<file path="config.mk">
export PLATFORM = sky130hd
export DESIGN_NAME = pqd_ctrl
export DESIGN_NICKNAME = d
export VERILOG_FILES = /design/src/hdl/pqd_pkg.sv /design/src/hdl/pqd_ctrl.sv
export SDC_FILE = /design/constraint.sdc
export NUM_CORES = 1
export LEC_CHECK = 0
export ABC_AREA = 1
export BUFFER_PORTS_ARGS = -buffer_cell sky130_fd_sc_hd__buf_2
export CAP_MARGIN = 20
export CORE_AREA = 2 2 39 41
export CTS_CLUSTER_DIAMETER = 40
export CTS_CLUSTER_SIZE = 30
export DETAILED_ROUTE_END_ITERATION = 6
export DIE_AREA = 0 0 41 43
export PLACE_DENSITY = 0.52
export SYNTH_ARGS = -nofsm -noshare
export SYNTH_HDL_FRONTEND = slang
export SYNTH_SLANG_ARGS = --single-unit
</file>
<file path="constraint.sdc">
create_clock -name aclk -period 1.16 [get_ports aclk]
set_clock_uncertainty 0.2 [all_clocks]
set_input_delay 0 -clock aclk [delete_from_list [all_inputs] [get_ports aclk]]
set_output_delay 0 -clock aclk [all_outputs]
set_load 0.005 [all_outputs]
</file>
<file path="src/hdl/pqd_pkg.sv">
// Package: shared types, constants and palette table for the palette quantizer.
`timescale 1ns / 1ps
package pqd_pkg;
    localparam int CacheEntries   = 512;
    localparam int PaletteEntries = 256;
    localparam int SlotW          = $clog2(CacheEntries);
    localparam int IdxW           = 8;
    localparam logic [7:0] TransparentIndex = 8'd255;
    localparam logic [17:0] BestDistInit    = 18'h3ffff;

    typedef struct packed {
        logic start;
        logic downsample;
        logic [7:0] red;
        logic [7:0] green;
        logic [7:0] blue;
        logic [7:0] alpha;
        logic [7:0] idx_tl;
        logic [7:0] idx_tr;
        logic [7:0] idx_bl;
        logic [7:0] idx_br;
    } pqd_cmd_t;

    typedef struct packed {
        logic done;
        logic [7:0] palette_index;
        logic cache_hit;
    } pqd_sts_t;

    typedef enum logic [5:0] {
        ST_IDLE  = 6'b000001,
        ST_LOAD  = 6'b000010,
        ST_AVG   = 6'b000100,
        ST_LOOK  = 6'b001000,
        ST_WALK  = 6'b010000,
        ST_CLEAR = 6'b100000
    } pqd_state_t;

    function automatic logic [23:0] palette_color(input logic [7:0] i);
        logic [23:0] t [256];
        t = '{
  24'h000000, 24'hffffff, 24'h000010, 24'h000020, 24'h000030,
  24'h000040, 24'h000060, 24'h000080, 24'h0000a0, 24'h0000c0,
  24'h0000e0, 24'h0000ff, 24'h001000, 24'h001010, 24'h001800,
  24'h001818, 24'h001830, 24'h002000, 24'h002020, 24'h002040,
  24'h003000, 24'h003018, 24'h003030, 24'h003060, 24'h004000,
  24'h004020, 24'h004040, 24'h004080, 24'h0050a0, 24'h006000,
  24'h006030, 24'h006060, 24'h0060c0, 24'h0070e0, 24'h008000,
  24'h008040, 24'h008080, 24'h0080ff, 24'h009000, 24'h00a000,
  24'h00a050, 24'h00a0a0, 24'h00b6ff, 24'h00c000, 24'h00c060,
  24'h00c0c0, 24'h00e000, 24'h00e070, 24'h00e0e0, 24'h00ff00,
  24'h00ff80, 24'h00ffff, 24'h100000, 24'h100010, 24'h101000,
  24'h101010, 24'h103030, 24'h180000, 24'h181800, 24'h181830,
  24'h183000, 24'h183018, 24'h183030, 24'h200000, 24'h200020,
  24'h202000, 24'h202020, 24'h204000, 24'h204020, 24'h204040,
  24'h300000, 24'h300030, 24'h300c00, 24'h301800, 24'h301818,
  24'h302400, 24'h303000, 24'h303018, 24'h303030, 24'h303060,
  24'h306000, 24'h306030, 24'h306060, 24'h400000, 24'h400020,
  24'h400040, 24'h400080, 24'h401000, 24'h402000, 24'h402020,
  24'h402040, 24'h403000, 24'h404000, 24'h404020, 24'h404040,
  24'h404080, 24'h408000, 24'h408040, 24'h408080, 24'h486c6c,
  24'h5000a0, 24'h505050, 24'h5050a0, 24'h50a000, 24'h50a050,
  24'h50a0a0, 24'h600000, 24'h600030, 24'h600060, 24'h6000c0,
  24'h601800, 24'h603000, 24'h603030, 24'h603060, 24'h604800,
  24'h606000, 24'h606030, 24'h606060, 24'h606080, 24'h6060c0,
  24'h608060, 24'h608080, 24'h60c000, 24'h60c060, 24'h60c0c0,
  24'h6090b2, 24'h68541f, 24'h6c90b6, 24'h6cff00, 24'h7000e0,
  24'h707070, 24'h7070e0, 24'h70a0a0, 24'h70e000, 24'h70e070,
  24'h70e0e0, 24'h756958, 24'h7878a0, 24'h78a078, 24'h78a0a0,
  24'h800000, 24'h800040, 24'h800080, 24'h8000ff, 24'h802000,
  24'h804000, 24'h804040, 24'h804080, 24'h805a48, 24'h806000,
  24'h806060, 24'h806080, 24'h807020, 24'h808000, 24'h808040,
  24'h808060, 24'h808080, 24'h8080ff, 24'h80ff00, 24'h80ff80,
  24'h80ffff, 24'h904800, 24'h90876e, 24'h909090, 24'h9090c0,
  24'h90c090, 24'h90c0c0, 24'ha00000, 24'ha00050, 24'ha000a0,
  24'ha02800, 24'ha05000, 24'ha05050, 24'ha050a0, 24'ha07800,
  24'ha07878, 24'ha078a0, 24'ha0a000, 24'ha0a050, 24'ha0a078,
  24'ha0a0a0, 24'ha0a0e0, 24'ha57660, 24'ha8a8e0, 24'ha8e0a8,
  24'ha8e0e0, 24'haa8834, 24'haa9a80, 24'hb0b0b0, 24'hb24000,
  24'hb64800, 24'hc00000, 24'hc00060, 24'hc000c0, 24'hc03000,
  24'hc06000, 24'hc06060, 24'hc060c0, 24'hc09000, 24'hc09090,
  24'hc090c0, 24'hc0a040, 24'hc0c000, 24'hc0c060, 24'hc0c090,
  24'hc0c0c0, 24'hc0c0ff, 24'hc0ffc0, 24'hc0ffff, 24'hca9072,
  24'hd0a850, 24'hd0d0d0, 24'hd2d2b2, 24'hdadab6, 24'he00000,
  24'he00070, 24'he000e0, 24'he03800, 24'he07000, 24'he07070,
  24'he070e0, 24'he0a800, 24'he0a8a8, 24'he0a8e0, 24'he0c0a0,
  24'he0e000, 24'he0e070, 24'he0e0a8, 24'he0e0e0, 24'he5a282,
  24'hf0f0f0, 24'hf20000, 24'hf26000, 24'hf2c44d, 24'hf8e060,
  24'hfcfc99, 24'hff0000, 24'hff0080, 24'hff00ff, 24'hff4000,
  24'hff6c00, 24'hff8000, 24'hff8080, 24'hff80ff, 24'hffb690,
  24'hffc000, 24'hffc0c0, 24'hffc0ff, 24'hffd3b0, 24'hffff00,
  24'hffff80, 24'hffffc0, 24'h102030, 24'h301800, 24'h282828,
  24'h000000};
        return t[i];
    endfunction
endpackage

</file>
<file path="src/hdl/pqd_ctrl.sv">
// Controller state machine of the palette quantizer.
`timescale 1ns / 1ps
module pqd_ctrl (
    input  logic                 aclk,
    input  logic                 aresetn,
    input  logic                 start,
    input  logic                 transparent,
    input  logic                 lookup_hit,
    input  logic                 walk_done,
    input  logic                 clear_done,
    output pqd_pkg::pqd_state_t  state
);
    import pqd_pkg::*;

    pqd_state_t state_reg, state_next;

    always_comb begin
        state_next = state_reg;
        case (state_reg)
            ST_CLEAR: if (clear_done) state_next = ST_IDLE;
            ST_IDLE:  if (start) state_next = ST_LOAD;
            ST_LOAD:  state_next = ST_AVG;
            ST_AVG:   state_next = transparent ? ST_IDLE : ST_LOOK;
            ST_LOOK:  state_next = lookup_hit ? ST_IDLE : ST_WALK;
            ST_WALK:  if (walk_done) state_next = ST_IDLE;
            default:  state_next = ST_CLEAR;
        endcase
    end

    always_ff @(posedge aclk) begin
        if (!aresetn) begin
            state_reg <= ST_CLEAR;
        end else begin
            state_reg <= state_next;
        end
    end

    assign state = state_reg;
endmodule

</file>
==> run summary <==
==========================================================================================
TritonCTS Buffers ...........................................................            3
Overall die area ............................................................   1760 sq um
Net Count, Synth ............................................................           56
Number of DRC violations after detailed routing .............................            0
Portion of the post-synthesis area used by sequential elements ..............        0.368
Crit start category .........................................................         flop
Count of pins on the block boundary .........................................           13
Post-detailed-route count of antenna-violating nets .........................            0
Overall power of the completed layout .......................................     0.678 mW
Cell area power density ..................................................... 1110 nW/um^2
Number of filler cells placed in the layout .................................          152
Final Instance Count excl. Fillers ..........................................           94
Global-route wire length before repair ......................................      1490 um
Fraction of synthesis flops using an asynchronous set or reset pin ..........            0
Initial antenna violation count .............................................            0
DRC violation total after the first TritonRoute iteration ...................           13
Final worst-path cycle share ................................................         1.08
Vias per cell ...............................................................         4.77
Mapped cell area ............................................................    327 sq um
Effective utilization at floorplan ..........................................        0.236
GRT overflow ................................................................            0
Synth-to-layout area growth .................................................        86.6%
Yosys warning count .........................................................            0
Count of cells along the worst register-to-register path ....................            6
Slew margin rel. ............................................................        0.872
Crit path setup slack, layout ...............................................   -0.0950 ns
# nets final ................................................................           87
Share of layout cells above drive strength 1 ................................        0.564
Leading post-synthesis cells by instance count .............................. inv_1, nor2_1, nand4_1
Syn_area_per_cell ...........................................................   6.66 sq um
Slack of the worst reg-to-reg path ..........................................     -0.09 ns
Core Footprint ..............................................................   1380 sq um
Origin of the worst min-delay path ..........................................    walk_done
Post-synth top flop .........................................................      dfxtp_1
Hold Path Stages ............................................................            5
Max Slew Vio Count ..........................................................            0
CTS tree ....................................................................        built
Largest net degree at the start of global routing ...........................            6
Total number of placement rows ..............................................           14
Data required time at the worst endpoint ....................................      1.10 ns
CTS root buffer .............................................................     clkbuf_4
Via total after detailed routing ............................................          448
Clock edge transition at the registers on the reported setup and hold paths .      0.05 ns
Violated checks ............................................................. hold timing, setup timing
Count of buffers from port buffering ........................................           12
Number of global-route vias before repair ...................................          382
Routability Congestion ......................................................        0.775
Number of hold violations in the final report ...............................            1
Register bit total from synthesis ...........................................            6
Upper clock frequency limit .................................................      797 MHz
Number of H-tree branching levels ...........................................            1
Pre-antenna DRT Iters .......................................................            4
Arrival @ worst endpoint ....................................................      1.19 ns
Total routed wirelength .....................................................       931 um
Most area-consuming cells after synthesis ................................... dfxtp_1, nand4_1, inv_1
Worst hold-check path type ..................................................    in -> reg
Chip Width ..................................................................        41 um
Setup-failing EPs final .....................................................            5
Max-capacitance violation count .............................................            0
Average routed wire per standard cell .......................................      9.90 um
Distinct cells, synth .......................................................           12
Tightest Pin Transition .....................................................     0.191 ns
Leakage power of the design .................................................     0.291 nW
End point of the most critical hold path .................................... state[4]$_SDFFE_PN0P_
Max FFs per register ........................................................            6
RSZ-0062 raised after global routing ........................................         true
WHS .........................................................................   -0.0251 ns
Diodes inserted .............................................................            0
Post-route minimum period ...................................................      1.25 ns
Endpoint of the worst-slack reg-to-reg timing path .......................... state[0]$_SDFFE_PN0P_
Maximum buffer depth of the clock tree ......................................            2
Critical path capture point type ............................................         flop
Most instantiated library cell after synthesis ..............................        inv_1
Mapped Cells ................................................................           49
Status ...................................................................... finished with violations
Clock Sinks .................................................................            6
Peak fanout along the critical path .........................................            4
Source of the worst register-to-register timing path ........................ state[1]$_SDFFE_PN0P_
CP Class ....................................................................   reg -> reg
IR drop worst, VDD ..........................................................   0.000506 V
Area share of the largest cell type after synthesis .........................        0.368
Top cell type by total area after synthesis .................................      dfxtp_1
Source-to-sink clock delay at the later pin of the worst-skew pair ..........      0.25 ns
Number of placed cells counting well taps ...................................           84
GR Util All Layers ..........................................................        0.130
Height of the die ...........................................................        43 um
Count of flip-flops with a built-in enable after synthesis ..................            0
HPWL after detailed placement ...............................................       699 um
==========================================================================================
## cell usage in the layout (no fill, tap or decap), types with 2 or more instances in the layout
cell	instances
buf_2	12
buf_4	9
inv_1	8
nand4_1	7
dfxtp_4	5
nor2_2	4
nor2_1	4
dlygate4sd3_1	4
inv_2	3
nand2_1	3
nor2_4	3
clkbuf_4	3
o21ai_1	2
nand3_1	2
a21oi_1	2
## worst max-delay path: stages, from the launching register on
cell and delay [ns]:
dfxtp_4 0.36, nor2_4 0.14, nand4_1 0.13, nand2_1 0.12
inv_1 0.04, a21oi_1 0.11, nor2_1 0.04
## stage by stage
stage / area [sq um] / setup WS [ns] / util / setup TNS [ns]
final: 609 / -0.0950 / 0.440 / -0.321
after detailed placement: 468 / -0.142 / 0.338 / -0.565
after global routing: 609 / -0.177 / 0.440 / -0.746
after global placement: 468 / -0.171 / 0.338 / -0.630
after floorplan: 335 / -0.0617 / - / -0.0782
after CTS: 589 / -0.0931 / 0.426 / -0.354
## worst max-delay path by stage
stage,startpoint,to,slack [ns],depth (start not counted)
after CTS,state[4]$_SDFFE_PN0P_,state[0]$_SDFFE_PN0P_,-0.09,7
after global routing,state[1]$_SDFFE_PN0P_,state[0]$_SDFFE_PN0P_,-0.18,6
after floorplan,state[0]$_SDFFE_PN0P_,state[0]$_SDFFE_PN0P_,-0.06,7
after global placement,state[4]$_SDFFE_PN0P_,state[5]$_SDFFE_PN1P_,-0.17,4
final,state[1]$_SDFFE_PN0P_,state[0]$_SDFFE_PN0P_,-0.09,6
after detailed placement,state[4]$_SDFFE_PN0P_,state[0]$_SDFFE_PN0P_,-0.14,7
## power breakdown
part | total, mW | switching (mW) | internal, mW | leakage, nW
Combinational | 0.231 | 0.106 | 0.124 | 0.225
Sequential | 0.249 | 0.0262 | 0.223 | 0.0525
Clock | 0.199 | 0.0811 | 0.117 | 0.0138
Total | 0.678 | 0.214 | 0.465 | 0.291
## cell type report
type	count	area, sq um	area share
multi-input cells	32	206	0.339
repair buffers	26	179	0.294
flip-flops and latches	6	140	0.230
inverters	11	41.3	0.0678
clock buffers	3	22.5	0.0370
well taps	16	20.0	0.0329
## cell families after synthesis
logic type,after synthesis,share of synthesized area
compound gates,4,0.0613
buf+inv,11,0.126
flops,6,0.368
simple gates,28,0.444
## per-layer routing
layer	part of all wire	global-route usage	wire length [um]	vias to the layer above
li1	-	-	-	224
met2	0.51	0.191	475	15
met4	0.032	0.100	30	0
met5	0	0	0	-
met1	0.41	0.151	382	205
met3	0.045	0.0314	42	4
## what timing repair did
action | in CTS | in global routing
setup buffers | 3 | 0
setup endpoints to repair | 6 | 6
pin swaps | 5 | 5
hold buffers | 3 | 1
gates resized for setup | 21 | 3
endpoints found under the hold margin | 6 | 6
No activity file was read; power rests on OpenSTA's default activity.
